===== config.mk =====
export PLATFORM = sky130hd
export DESIGN_NAME = efla_ctrl
export DESIGN_NICKNAME = d
export VERILOG_FILES = /design/src/rtl/explicit_free_list_heap_allocator_unit_assert.svh /design/src/rtl/efla_pkg.sv /design/src/rtl/efla_ctrl.sv
export SDC_FILE = /design/constraint.sdc
export NUM_CORES = 1
export LEC_CHECK = 0
export BUFFER_PORTS_ARGS = -buffer_cell sky130_fd_sc_hd__buf_2
export CORE_AREA = 4 4 76 78
export DETAILED_ROUTE_END_ITERATION = 6
export DIE_AREA = 0 0 80 82
export GPL_TIMING_DRIVEN = 0
export HOLD_SLACK_MARGIN = 0.06
export SYNTH_ARGS = -nofsm -noshare
export SYNTH_HDL_FRONTEND = slang
export SYNTH_SLANG_ARGS = --single-unit

===== constraint.sdc =====
create_clock -name clk -period 2.4 [get_ports clk]
set_clock_uncertainty 0.15 [all_clocks]
set_input_delay 0.24 -clock clk [delete_from_list [all_inputs] [get_ports clk]]
set_output_delay 0.24 -clock clk [all_outputs]
set_load 0.005 [all_outputs]

===== src/rtl/explicit_free_list_heap_allocator_unit_assert.svh =====
// Assertion macros for the heap allocator.
`ifndef EXPLICIT_FREE_LIST_HEAP_ALLOCATOR_UNIT_ASSERT_SVH
`define EXPLICIT_FREE_LIST_HEAP_ALLOCATOR_UNIT_ASSERT_SVH

// same-cycle implication
`define EFLA_ASSERT_IMP(lbl, ante, cons, msg) \
    lbl: assert property (@(posedge clk) disable iff (!rst_n) (ante) |-> (cons)) \
        else $error(msg);

// next-cycle implication
`define EFLA_ASSERT_NXT(lbl, ante, cons, msg) \
    lbl: assert property (@(posedge clk) disable iff (!rst_n) (ante) |=> (cons)) \
        else $error(msg);

`endif


===== src/rtl/efla_pkg.sv =====
`timescale 1ns / 1ps
`default_nettype none
package efla_pkg;

    localparam int HEAP_BYTES = 16384;
    localparam int HEAP_WORDS = HEAP_BYTES / 4;
    localparam int WORD_AW    = $clog2(HEAP_WORDS);
    localparam int AW         = 16;       // byte offsets and block sizes
    localparam int DW         = 16;       // stored tag / link word
    localparam int CNT_W      = WORD_AW;

    localparam logic [AW-1:0]    SENTINEL   = AW'(8);
    localparam logic [AW-1:0]    MIN_BLOCK  = AW'(16);
    localparam logic [AW-1:0]    PRO_HDR    = AW'(4);
    localparam logic [AW-1:0]    EPI_INIT   = AW'(12);
    localparam logic [AW-1:0]    BRK_INIT   = AW'(16);
    localparam logic [DW-1:0]    PRO_TAG    = DW'(9);
    localparam logic [DW-1:0]    EPI_TAG    = DW'(1);
    localparam logic [CNT_W-1:0] WALK_LIMIT = CNT_W'(HEAP_BYTES / 16 + 2);
    localparam logic [CNT_W-1:0] CLR_LAST   = CNT_W'(HEAP_WORDS - 1);
    localparam logic [14:0]      CHUNK_RESET = 15'd4096;

    typedef enum logic [1:0] {
        OP_INIT  = 2'd0,
        OP_ALLOC = 2'd1,
        OP_FREE  = 2'd2,
        OP_NOP   = 2'd3
    } op_t;

    typedef enum logic [1:0] {
        ST_OK     = 2'd0,
        ST_ZERO   = 2'd1,
        ST_OOM    = 2'd2,
        ST_NOINIT = 2'd3
    } status_t;

    typedef enum logic [5:0] {
        S_IDLE, S_DECODE,
        S_CLR, S_INIT1, S_INIT2, S_INIT3,
        S_GROW_SZ, S_GROW_CHK, S_GROW_EPI,
        S_FF_RD, S_FF_CHK, S_FF_NX,
        S_PL0, S_PL1, S_PL_RM_S, S_PL_SPL, S_PL_RM_W,
        S_FR0, S_FR1,
        S_M0, S_M1, S_M2, S_M3, S_M_RMN, S_M_TAG,
        S_INS0, S_INS1, S_INS2,
        S_RM0, S_RM1, S_RM2, S_RM3,
        S_TG0, S_TG1,
        S_DONE
    } state_t;

    typedef struct packed {
        state_t step;
    } cmd_t;

    typedef struct packed {
        op_t  op;
        logic initialized;
        logic req_zero;
        logic free_ok;
        logic oom;
        logic clr_last;
        logic walk_end;
        logic q_alloc;
        logic q_fit;
        logic split;
        logic p_used;
        logic n_used;
        logic out_free;
    } stat_t;

endpackage
`default_nettype wire


===== src/rtl/efla_ctrl.sv =====
`timescale 1ns / 1ps
`default_nettype none
module efla_ctrl
    import efla_pkg::*;
(
    input  wire logic  clk,
    input  wire logic  rst_n,
    input  wire logic  in_tvalid,
    output logic       in_tready,
    input  stat_t      stat,
    output cmd_t       cmd
);

    state_t state_reg, state_next;
    state_t rm_ret_reg, rm_ret_next;
    state_t tag_ret_reg, tag_ret_next;
    state_t mrg_ret_reg, mrg_ret_next;

    always_ff @(posedge clk or negedge rst_n)
    begin
        if (!rst_n)
        begin
            state_reg   <= S_IDLE;
            rm_ret_reg  <= S_DONE;
            tag_ret_reg <= S_DONE;
            mrg_ret_reg <= S_DONE;
        end
        else
        begin
            state_reg   <= state_next;
            rm_ret_reg  <= rm_ret_next;
            tag_ret_reg <= tag_ret_next;
            mrg_ret_reg <= mrg_ret_next;
        end
    end

    // next state; the three return registers implement remove, tag and merge calls
    always_comb
    begin
        state_next   = state_reg;
        rm_ret_next  = rm_ret_reg;
        tag_ret_next = tag_ret_reg;
        mrg_ret_next = mrg_ret_reg;
        case (state_reg)
            S_IDLE:
                if (in_tvalid)
                    state_next = S_DECODE;
            S_DECODE:
                case (stat.op)
                    OP_INIT:  state_next = S_CLR;
                    OP_ALLOC: state_next = (!stat.initialized || stat.req_zero) ?
                                           S_DONE : S_FF_RD;
                    OP_FREE:  state_next = stat.free_ok ? S_FR0 : S_DONE;
                    default:  state_next = S_DONE;
                endcase
            S_CLR:
                if (stat.clr_last)
                    state_next = S_INIT1;
            S_INIT1:    state_next = S_INIT2;
            S_INIT2:    state_next = S_INIT3;
            S_INIT3:    state_next = S_GROW_SZ;
            S_GROW_SZ:  state_next = S_GROW_CHK;
            S_GROW_CHK:
                if (stat.oom)
                    state_next = S_DONE;
                else
                begin
                    tag_ret_next = S_GROW_EPI;
                    state_next   = S_TG0;
                end
            S_GROW_EPI:
            begin
                mrg_ret_next = (stat.op == OP_ALLOC) ? S_PL0 : S_DONE;
                state_next   = S_M0;
            end
            S_FF_RD:
                state_next = stat.walk_end ? S_GROW_SZ : S_FF_CHK;
            S_FF_CHK:
                if (stat.q_alloc)
                    state_next = S_GROW_SZ;
                else if (stat.q_fit)
                    state_next = S_PL0;
                else
                    state_next = S_FF_NX;
            S_FF_NX:    state_next = S_FF_RD;
            S_PL0:      state_next = S_PL1;
            S_PL1:
            begin
                tag_ret_next = stat.split ? S_PL_RM_S : S_PL_RM_W;
                state_next   = S_TG0;
            end
            S_PL_RM_S:
            begin
                rm_ret_next = S_PL_SPL;
                state_next  = S_RM0;
            end
            S_PL_SPL:
            begin
                tag_ret_next = S_M0;
                mrg_ret_next = S_DONE;
                state_next   = S_TG0;
            end
            S_PL_RM_W:
            begin
                rm_ret_next = S_DONE;
                state_next  = S_RM0;
            end
            S_FR0:      state_next = S_FR1;
            S_FR1:
                if (stat.q_alloc)
                begin
                    tag_ret_next = S_M0;
                    mrg_ret_next = S_DONE;
                    state_next   = S_TG0;
                end
                else
                    state_next = S_DONE;
            S_M0:       state_next = S_M1;
            S_M1:       state_next = S_M2;
            S_M2:       state_next = S_M3;
            S_M3:
                if (stat.p_used && stat.n_used)
                    state_next = S_INS0;
                else
                begin
                    rm_ret_next = (!stat.p_used && !stat.n_used) ? S_M_RMN : S_M_TAG;
                    state_next  = S_RM0;
                end
            S_M_RMN:
            begin
                rm_ret_next = S_M_TAG;
                state_next  = S_RM0;
            end
            S_M_TAG:
            begin
                tag_ret_next = S_INS0;
                state_next   = S_TG0;
            end
            S_INS0:     state_next = S_INS1;
            S_INS1:     state_next = S_INS2;
            S_INS2:     state_next = mrg_ret_reg;
            S_RM0:      state_next = S_RM1;
            S_RM1:      state_next = S_RM2;
            S_RM2:      state_next = S_RM3;
            S_RM3:      state_next = rm_ret_reg;
            S_TG0:      state_next = S_TG1;
            S_TG1:      state_next = tag_ret_reg;
            S_DONE:
                if (stat.out_free)
                    state_next = S_IDLE;
            default:    state_next = S_IDLE;
        endcase
    end

    always_comb
    begin
        cmd.step  = state_reg;
        in_tready = (state_reg == S_IDLE);
    end

endmodule
`default_nettype wire


* Word-level counts from Yosys, hierarchy flattened
Cells that the tools add are included.
** Storage, ports and cells
- Flip-flop bits (word level) :: 24
- Bits of input ports :: 17
- Output and inout port bits :: 7
- Logic and storage cells :: 86
** Operators by class
- Equality and inequality tests :: 42
- Mux-type cells :: 23
- Reduce and logical (&&, ||, !) cells :: 17
** Operator list (number)
- $pmux 6 s31 :: 1
- $eq 6x5->1 const B :: 16
- $mux 6 :: 10
- $eq 6x4->1 const B :: 8
- $pmux 6 s3 :: 2
- $pmux 6 s5 :: 1
- $eq 6x3->1 const B :: 4
- $pmux 6 s4 :: 1
- $eq 6x6->1 const B :: 3
- $eq 6x2->1 const B :: 2
- $mux 4 :: 3
- $ne 2x2->1 const B :: 6
- $eq 6x1->1 const B :: 1
- $logic_not 6->1 :: 1
- $mux 3 :: 2
- $reduce_and 3->1 :: 2
- $reduce_or 3->1 :: 2
- $mux 5 :: 1
- $reduce_bool 5->1 :: 1
- $mux 2 :: 2
- $reduce_and 2->1 :: 2
- $reduce_bool 4->1 :: 1
- $logic_not 1->1 :: 3
- $reduce_bool 3->1 :: 1
- 5 further kinds :: 6

* Depth between registers and ports, before layout
Gate-level depths: netlist (run 1).
- Depth in word-level cells :: 5
- Gate-level depth with buffers :: 7
- Gate-level depth less buffers :: 5

* Least setup slack after synthesis (run 1)
Ideal clock, no wire load.
- Path type :: register -> register
- Start :: reg state_reg[3] (netlist: cmd[3])
- End :: reg tag_ret_reg[0]
- Library setup time :: 0.125 ns
- Data arrival time :: 1.648 ns
- Data required time :: 2.125 ns
- Slack :: 0.477 ns
- Cell stages (with the launch flop) :: 7
- Path buffers :: 1
- Clock period less this slack :: 1.923 ns
- Cells stage by stage :: dfrtp_1 > or2_1 > buf_2 > nor4_2 > a31oi_2 > nand2_2 > mux2_4
** Between the ends
- Word-level cells in the longest chain between the ends :: 3
- Elaborated cells on any way between the ends :: 10
- Classes of those cells :: eq/ne (7); mux (1); reduce/logical (2)
** RTL lines
- start, declared :: line efla_ctrl.sv:14 : state_t state_reg, state_next;
- start signal, assigned :: line efla_ctrl.sv:30 : state_reg <= state_next;
- $eq 6x5->1, or another cell as far along :: line efla_ctrl.sv:44 : case (state_reg)
- $reduce_bool 5->1 (no source line) or $ne 2x2->1 (tied branches)
- $reduce_and 3->1 (no source line)
- end signal, assigned :: line efla_ctrl.sv:32 : tag_ret_reg <= tag_ret_next;
- end, declared :: line efla_ctrl.sv:16 : state_t tag_ret_reg, tag_ret_next;
Parallel ways exist; a longest one is shown, timed or not.
A chain may end at the register's enable or synchronous reset.

* Worst setup path in the final report (run 1)
- Start :: reg state_reg[4] (netlist: cmd[4])
- End :: reg state_reg[0] (netlist: cmd[0])
** Between the ends
- Word-level cells in the longest chain between the ends :: 3
- Elaborated cells on any way between the ends :: 42
- Classes of those cells :: eq/ne (37); mux (1); reduce/logical (4)
** RTL lines (line)
- $eq 6x5->1, or another cell as far along :: efla_ctrl.sv:44
- $reduce_or 3->1 (no source line) or $ne 2x2->1 (tied branches)
- $pmux 6 s31 or $reduce_and 3->1 (tied branches)
Parallel ways exist; a longest one is shown, timed or not.

==> flow_metrics.env, run 1 <==
export IMPL_clockRootBuffer="clkbuf_8"
export IMPL_relSlewSlack_pct=59.4
export IMPL_clkSinkCount=19
export IMPL_report_final_setup_viol=0
export IMPL_reg2reg_depth=5
export IMPL_hold_class="input pin to register"
export IMPL_finalCritPeriodShare_pct=91.5
export IMPL_antenna_found_initial=0
export IMPL_timing_fmax_mhz=456
export IMPL_synth_edf_count=0
export IMPL_ctsHtreeMaxLevel=1
export IMPL_grtUsageMet1_pct=25.9
export IMPL_initial_core_util_pct=33.9
export IMPL_synthTopCellsByCount="21 x nand2_1, 16 x nor2_1, 14 x dfrtp_1"
export IMPL_use_met2_pct=26.8
export IMPL_clkTransAtPathRegs_ns=0.07
export IMPL_clock_path_buffers=2
export IMPL_nNetsFinal=258
export IMPL_drc_errors=0
export IMPL_setup_tns_ns=0
export IMPL_min_from="stat[3]"
export IMPL_grt_pass1_vias=1752
export IMPL_worstHoldEndpoint="tag_ret_reg[1]"
export IMPL_cap_viol_max_count=0
export IMPL_routed_wl_um=5620
export IMPL_synth_nets=229
export IMPL_required_ns=2.38
export IMPL_sw_frac_of_total_pct=49.0
export IMPL_area_growth_pct=15.0
export IMPL_synthCells=212
export IMPL_final_util_pct=39.0
export IMPL_core_area_um2=5070
export IMPL_vias=1832
export IMPL_die_height_um=82
export IMPL_clock_latency_ns=0.26
export IMPL_die_area_um2=6560
export IMPL_slew_violations=0
export IMPL_avgSynthCellArea_um2=8.12
export IMPL_n_antenna_cell=0
export IMPL_p_seq_share_pct=25.7
export IMPL_dr_pass1_iters=5
export IMPL_busiest_layer="met2"
export IMPL_power_frac_clock_pct=10.3
export IMPL_die_x_um=80
export IMPL_tightest_slew_ns=0.608
export IMPL_critical_path_class="register to register"
export IMPL_finalNonFillerCells=310
export IMPL_r2r_start="cmd[4]"
export IMPL_grt_pass1_wl_um=9170
export IMPL_min_delay_path_depth=3
export IMPL_grt_usage_pct=18.3
export IMPL_fin_crit_ns=2.20
export IMPL_ys_flop_type="dfrtp_1"
export IMPL_detail_route_antenna_nets=0
export IMPL_io_buffers=23
export IMPL_synth_area_leaders="dfrtp_1 20%, dfstp_2 7.6%, nand2_1 4.6%, nor2_1 3.5%, a21oi_1 2.9%"
export IMPL_gp_congestion=0.918
export IMPL_ys_async_sr_fraction_pct=100
export IMPL_ys_seq_area_share_pct=28.0
export IMPL_start_kind="register"
export IMPL_grt_start_max_net_pins=20
export IMPL_wl_per_cell_um=18.1
export IMPL_power_frac_comb_pct=64.0
export IMPL_power_switching_uw=1110
export IMPL_cts_setup_buffers=0
export IMPL_use_met3_pct=3.07
export IMPL_synth_cell_type_count=65
export IMPL_grt_ovfl_total=0
export IMPL_ys_warn_count=0
export IMPL_dp_cells=305
export IMPL_synth_seq_cells=19
export IMPL_critPathCaptureType="register"
export IMPL_drt_initial_drc_count=166
export IMPL_drive_gt1_share_pct=24.6
export IMPL_worst_r2r_endpoint="cmd[0]"
export IMPL_status="completed"
export IMPL_cp_arrival_ns=2.17
export IMPL_cts_buffers=3
export IMPL_synth_top_cell_by_area="dfrtp_1"
export IMPL_hold_violations=0
export IMPL_intPower_uw=1160
export IMPL_ir_drop_v=0.000356
export IMPL_synth_top_cell_area_share_pct=20.3
export IMPL_power_leakage_uw=0.000823
export IMPL_yosysMostFrequentCell="nand2_1"
export IMPL_dpl_hpwl_um=4240
export IMPL_num_rows=26
export IMPL_rrSetupSlack_ns=0.20
export IMPL_viasPerCell=5.91
export IMPL_io_pins=24
export IMPL_rsz0062_at_grt="no"
export IMPL_synth_area_um2=1720
export IMPL_power_density_nw_per_um2=1140
export IMPL_cp_max_fo=8
export IMPL_cts_tree="done"
==> cells in the final DEF (no fill, tap or decap), types with 2 or more instances in the layout <==
cell       synthesis  final
buf_2              9     32
nand2_1           21     21
nor2_1            16     16
dfrtp_1           14     14
nand3_1           10     10
a21oi_1           10     10
nand2b_1           8      8
nor2b_1            7      7
o21ai_0            7      7
inv_1              7      7
nor3_1             6      6
buf_4              5      5
o211ai_1           5      5
dfstp_2            5      5
and3_1             3      3
and2_1             3      3
nor4_2             3      3
nor4_1             3      3
a31oi_1            3      3
nand4_1            3      3
a211o_1            3      3
or4_1              3      3
a22oi_1            3      3
clkbuf_8           0      3
xnor2_1            2      2
mux2_4             2      2
or3_1              2      2
a211oi_1           2      2
a22o_1             2      2
a2111oi_0          3      2
o22ai_1            2      2
o21ai_1            2      2
mux2i_1            2      2
o2bb2ai_1          2      2
a21boi_0           2      2
a21o_1             2      2
==> how the worst max path moves through the flow <==
stage	slack, ns	cells past startpoint	from	to
6_report	0.20	5	cmd[4]	cmd[0]
5_1_grt	0.01	5	cmd[4]	cmd[0]
4_1_cts	0.14	5	cmd[4]	cmd[0]
3_5_place_dp	0.14	5	cmd[4]	cmd[0]
3_3_place_gp	0.19	5	cmd[4]	cmd[0]
2_1_floorplan	0.48	6	cmd[3]	tag_ret_reg[0]
==> power groups by stage <==
stage / registers (µW) / clock network [µW] / logic [µW]
after floorplan: 549 / 0 / 1040
after global placement: 586 / 0 / 1430
after detailed placement: 586 / 0 / 1410
after CTS: 581 / 244 / 1420
after global routing: 602 / 255 / 1590
final: 582 / 234 / 1450
==> worst max-delay path, stage by stage, from the launching register on <==
cell       delay (ns)
dfrtp_1          0.48
nand2b_1         0.34
nor3_1           0.19
a221o_1          0.42
a2111oi_1        0.34
a31oi_1          0.13
==> cells by family (layout without fill, tap and decap cells) <==
kind of cell,Yosys count,in the layout,synth area share [%]
buffers and inverters,22,50,6.98
XOR/XNOR,3,3,1.53
flip-flops,19,19,28.0
multiplexers,6,6,4.22
AO/OA/AOI/OAI,60,60,25.4
AND/OR/NAND/NOR,102,102,33.9
==> metrics by stage <==
| step | cell area, µm² | hold WS, ns | total power (µW) | setup WS [ns] |
|---|---|---|---|---|
| after floorplan | 1720 | -0.206 | 1580 | 0.477 |
| after global placement | 1920 | 0.0634 | 2010 | 0.191 |
| after detailed placement | 1920 | 0.0752 | 2000 | 0.140 |
| after CTS | 1980 | 0.128 | 2240 | 0.139 |
| after global routing | 1980 | 0.144 | 2450 | 0.0132 |
| final | 1980 | 0.126 | 2270 | 0.205 |
==> routing by layer <==
layer,share of wire [%],vias up
met2,42,110
met4,3.7,0
met3,9.7,19
met5,0,-
met1,44,852
li1,-,851
==> repair_timing <==
item                                    in CTS  in global routing
hold buffers                                 1                  0
resized for setup                            0                  1
endpoints found under the hold margin       14                  0
endpoints found under the setup margin       0                  1
==> area by class of cell <==
class	instances	area, µm²
flip-flops and latches	19	482
inverters	7	26.3
plain buffers	15	93.8
multi-input cells	171	1120
fillers	559	3090
well taps	70	87.6
repair buffers	24	125
clock buffers	4	45.0
Note: power is estimated with default switching activity, not from simulation.
==> inputs of run 2 (changes only) <==
--- a/config.mk
+++ b/config.mk
@@ -5,12 +5,15 @@
 export SDC_FILE = /design/constraint.sdc
 export NUM_CORES = 1
 export LEC_CHECK = 0
+export ABC_AREA = 1
 export BUFFER_PORTS_ARGS = -buffer_cell sky130_fd_sc_hd__buf_2
-export CORE_AREA = 4 4 76 78
+export CORE_AREA = 4 4 72 74
+export CTS_CLUSTER_DIAMETER = 30
 export DETAILED_ROUTE_END_ITERATION = 6
-export DIE_AREA = 0 0 80 82
+export DIE_AREA = 0 0 76 78
 export GPL_TIMING_DRIVEN = 0
 export HOLD_SLACK_MARGIN = 0.06
+export SLEW_MARGIN = 10
 export SYNTH_ARGS = -nofsm -noshare
 export SYNTH_HDL_FRONTEND = slang
 export SYNTH_SLANG_ARGS = --single-unit
==> flow_metrics.env, run 2 <==
export IMPL_synth_nets=274
export IMPL_synth_seq_cells=19
export IMPL_synth_top_cell_by_area="dfrtp_1"
export IMPL_finalCritPeriodShare_pct=79.7
export IMPL_r2r_start="cmd[2]"
export IMPL_clock_path_buffers=2
export IMPL_min_from="stat[2]"
export IMPL_clockRootBuffer="clkbuf_8"
export IMPL_detail_route_antenna_nets=0
export IMPL_setup_tns_ns=0
export IMPL_clkTransAtPathRegs_ns=0.08
export IMPL_hold_class="input pin to register"
export IMPL_power_leakage_uw=0.00101
export IMPL_nNetsFinal=303
export IMPL_path_cells="nor2_1 -> nand3_1 -> inv_1 -> buf_2"
export IMPL_clock_latency_ns=0.26
export IMPL_grt_pass1_vias=1585
export IMPL_cts_buffers=3
export IMPL_io_pins=24
export IMPL_die_x_um=76
export IMPL_register_area_um2=482
export IMPL_fillers=509
export IMPL_dr_pass1_iters=4
export IMPL_cp_top_family="simple AND/OR/NAND/NOR gates"
export IMPL_synth_area_um2=1560
export IMPL_cp_max_fo=6
export IMPL_cts_resized_gates=0
export IMPL_power_frac_clock_pct=13.1
export IMPL_core_area_um2=4600
export IMPL_grt_ovfl_total=0
export IMPL_cts_tree="done"
export IMPL_reg2reg_depth=7
export IMPL_num_rows=25
export IMPL_gp_congestion=0.913
export IMPL_fin_ws_ns=0.487
export IMPL_rrSetupSlack_ns=0.54
export IMPL_start_kind="register"
export IMPL_io_buffers=23
export IMPL_initial_core_util_pct=34.0
export IMPL_yosysMostFrequentCell="nand2_1"
export IMPL_multi_input_area_um2=955
export IMPL_ctsHtreeMaxLevel=1
export IMPL_fin_area_um2=1800
export IMPL_synth_area_leaders="dfrtp_1 22%, nand2_1 20%, nand3_1 11%, dfstp_2 8.4%, nor2_1 8.2%"
export IMPL_synth_cell_type_count=26
export IMPL_avgSynthCellArea_um2=6.08
export IMPL_grt_start_max_net_pins=20
export IMPL_cap_viol_max_count=0
export IMPL_vias=1664
export IMPL_dp_slack_ns=0.568
export IMPL_wl_per_cell_um=13.1
export IMPL_cp_arrival_ns=1.52
export IMPL_ys_flop_type="dfrtp_1"
export IMPL_status="completed"
export IMPL_crit_path_top_delay_cell="dfrtp_1"
export IMPL_report_final_setup_viol=0
export IMPL_routed_wl_um=4430
export IMPL_timing_fmax_mhz=523
export IMPL_clkSinkCount=19
export IMPL_hold_violations=0
export IMPL_required_ns=2.01
export IMPL_critPathCaptureType="output pin"
export IMPL_grt_usage_pct=15.3
export IMPL_worstHoldEndpoint="rm_ret_reg[3]"
export IMPL_p_seq_share_pct=33.2
export IMPL_synth_edf_count=0
export IMPL_crit_cells=4
export IMPL_grt_pass1_wl_um=7500
export IMPL_dpl_hpwl_um=3690
export IMPL_rsz0062_at_grt="no"
export IMPL_power_density_nw_per_um2=972
export IMPL_viasPerCell=4.91
export IMPL_synth_top_cell_area_share_pct=22.4
export IMPL_drc_errors=0
export IMPL_power_frac_comb_pct=53.7
export IMPL_drt_initial_drc_count=99
export IMPL_synthTopCellsByCount="85 x nand2_1, 35 x nand3_1, 34 x nor2_1"
export IMPL_power_switching_uw=862
export IMPL_ir_drop_v=0.000379
export IMPL_worst_r2r_endpoint="cmd[4]"
export IMPL_min_delay_path_depth=3
export IMPL_cpPeakStageDelay_ns=0.43
export IMPL_antenna_found_initial=0
export IMPL_ys_warn_count=0
export IMPL_fin_crit_ns=1.91
export IMPL_n_antenna_cell=0
export IMPL_die_area_um2=5930
export IMPL_area_growth_pct=15.2
export IMPL_place_area_um2=1750
export IMPL_critPathBufInv=2
export IMPL_tightest_slew_ns=0.490
export IMPL_relSlewSlack_pct=67.2
export IMPL_synthCells=257
export IMPL_ys_seq_area_share_pct=30.8
export IMPL_ys_async_sr_fraction_pct=100
export IMPL_layout_common_cells="85 x nand2_1, 35 x nand3_1, 34 x nor2_1"
export IMPL_critical_path_class="register to output pin"
export IMPL_final_common_cell="nand2_1"
export IMPL_sw_frac_of_total_pct=49.2
export IMPL_intPower_uw=888
export IMPL_drive_gt1_share_pct=20.0
export IMPL_slew_violations=0
export IMPL_die_height_um=78
[run 2: cell count changes in the layout (fill, tap and decap cells not counted), sizes merged, moves of 9 or more]
cell	delta
nand2	+71
nor2	+27
nand3	+26
inv	+24
buf	-13
a21oi	-10
nand2b	-9
[run 2: cell families after synthesis]
logic type	synth area share (%)
AO/OA/AOI/OAI	4.56
buffers and inverters	8.09
flip-flops	30.8
AND/OR/NAND/NOR	56.5
[run 2: timing repair]
item / CTS / global route
setup buffers: 0 / 0
hold buffers: 1 / 0
hold endpoints to repair: 14 / 0
[run 2: metal layers]
layer	vias to the layer above	wire (µm)	track usage (%)
met5	-	0	0
li1	885	-	-
met4	0	68	4.27
met3	6	233	2.32
met1	724	2190	22.2
met2	49	1940	23.4
[run 2: tightest hold or removal path, cell delays in order]
cell	delay, ns
buf_2	0.11
o31ai_1	0.07
a21oi_1	0.11
[run 2: worst max-delay path by stage]
stage / to / slack, ns / start
after floorplan: cmd[1] / 0.87 / cmd[0]
after global placement: cmd[4] / 0.56 / cmd[3]
after detailed placement: cmd[4] / 0.57 / cmd[2]
after CTS: in_tready / 0.48 / cmd[2]
after global routing: in_tready / 0.33 / cmd[2]
final: in_tready / 0.49 / cmd[2]
[run 2: stage by stage]
stage	power (µW)	cells	hold WS (ns)	utilization [%]
after floorplan	1240	257	-0.206	-
after global placement	1520	334	0.0570	38.0
after detailed placement	1520	334	0.0570	38.0
after CTS	1750	339	0.159	39.2
after global routing	1920	339	0.196	39.2
final	1750	339	0.163	39.2
[run 2: power groups by stage]
stage	combinational, µW	clock, µW	sequential [µW]
6_report	940	230	580
5_1_grt	1070	249	601
4_1_cts	935	234	582
3_3_place_gp	938	0	582
2_1_floorplan	682	0	559
3_5_place_dp	932	0	587
[run 2: cell type report]
cell class / count / area share [%]
multi-input combinational: 205 / 53.0
clock buffer: 4 / 2.50
buffer: 2 / 0.556
tap: 54 / 3.75
inverter: 31 / 6.46
sequential: 19 / 26.8
timing repair buffer: 24 / 6.95
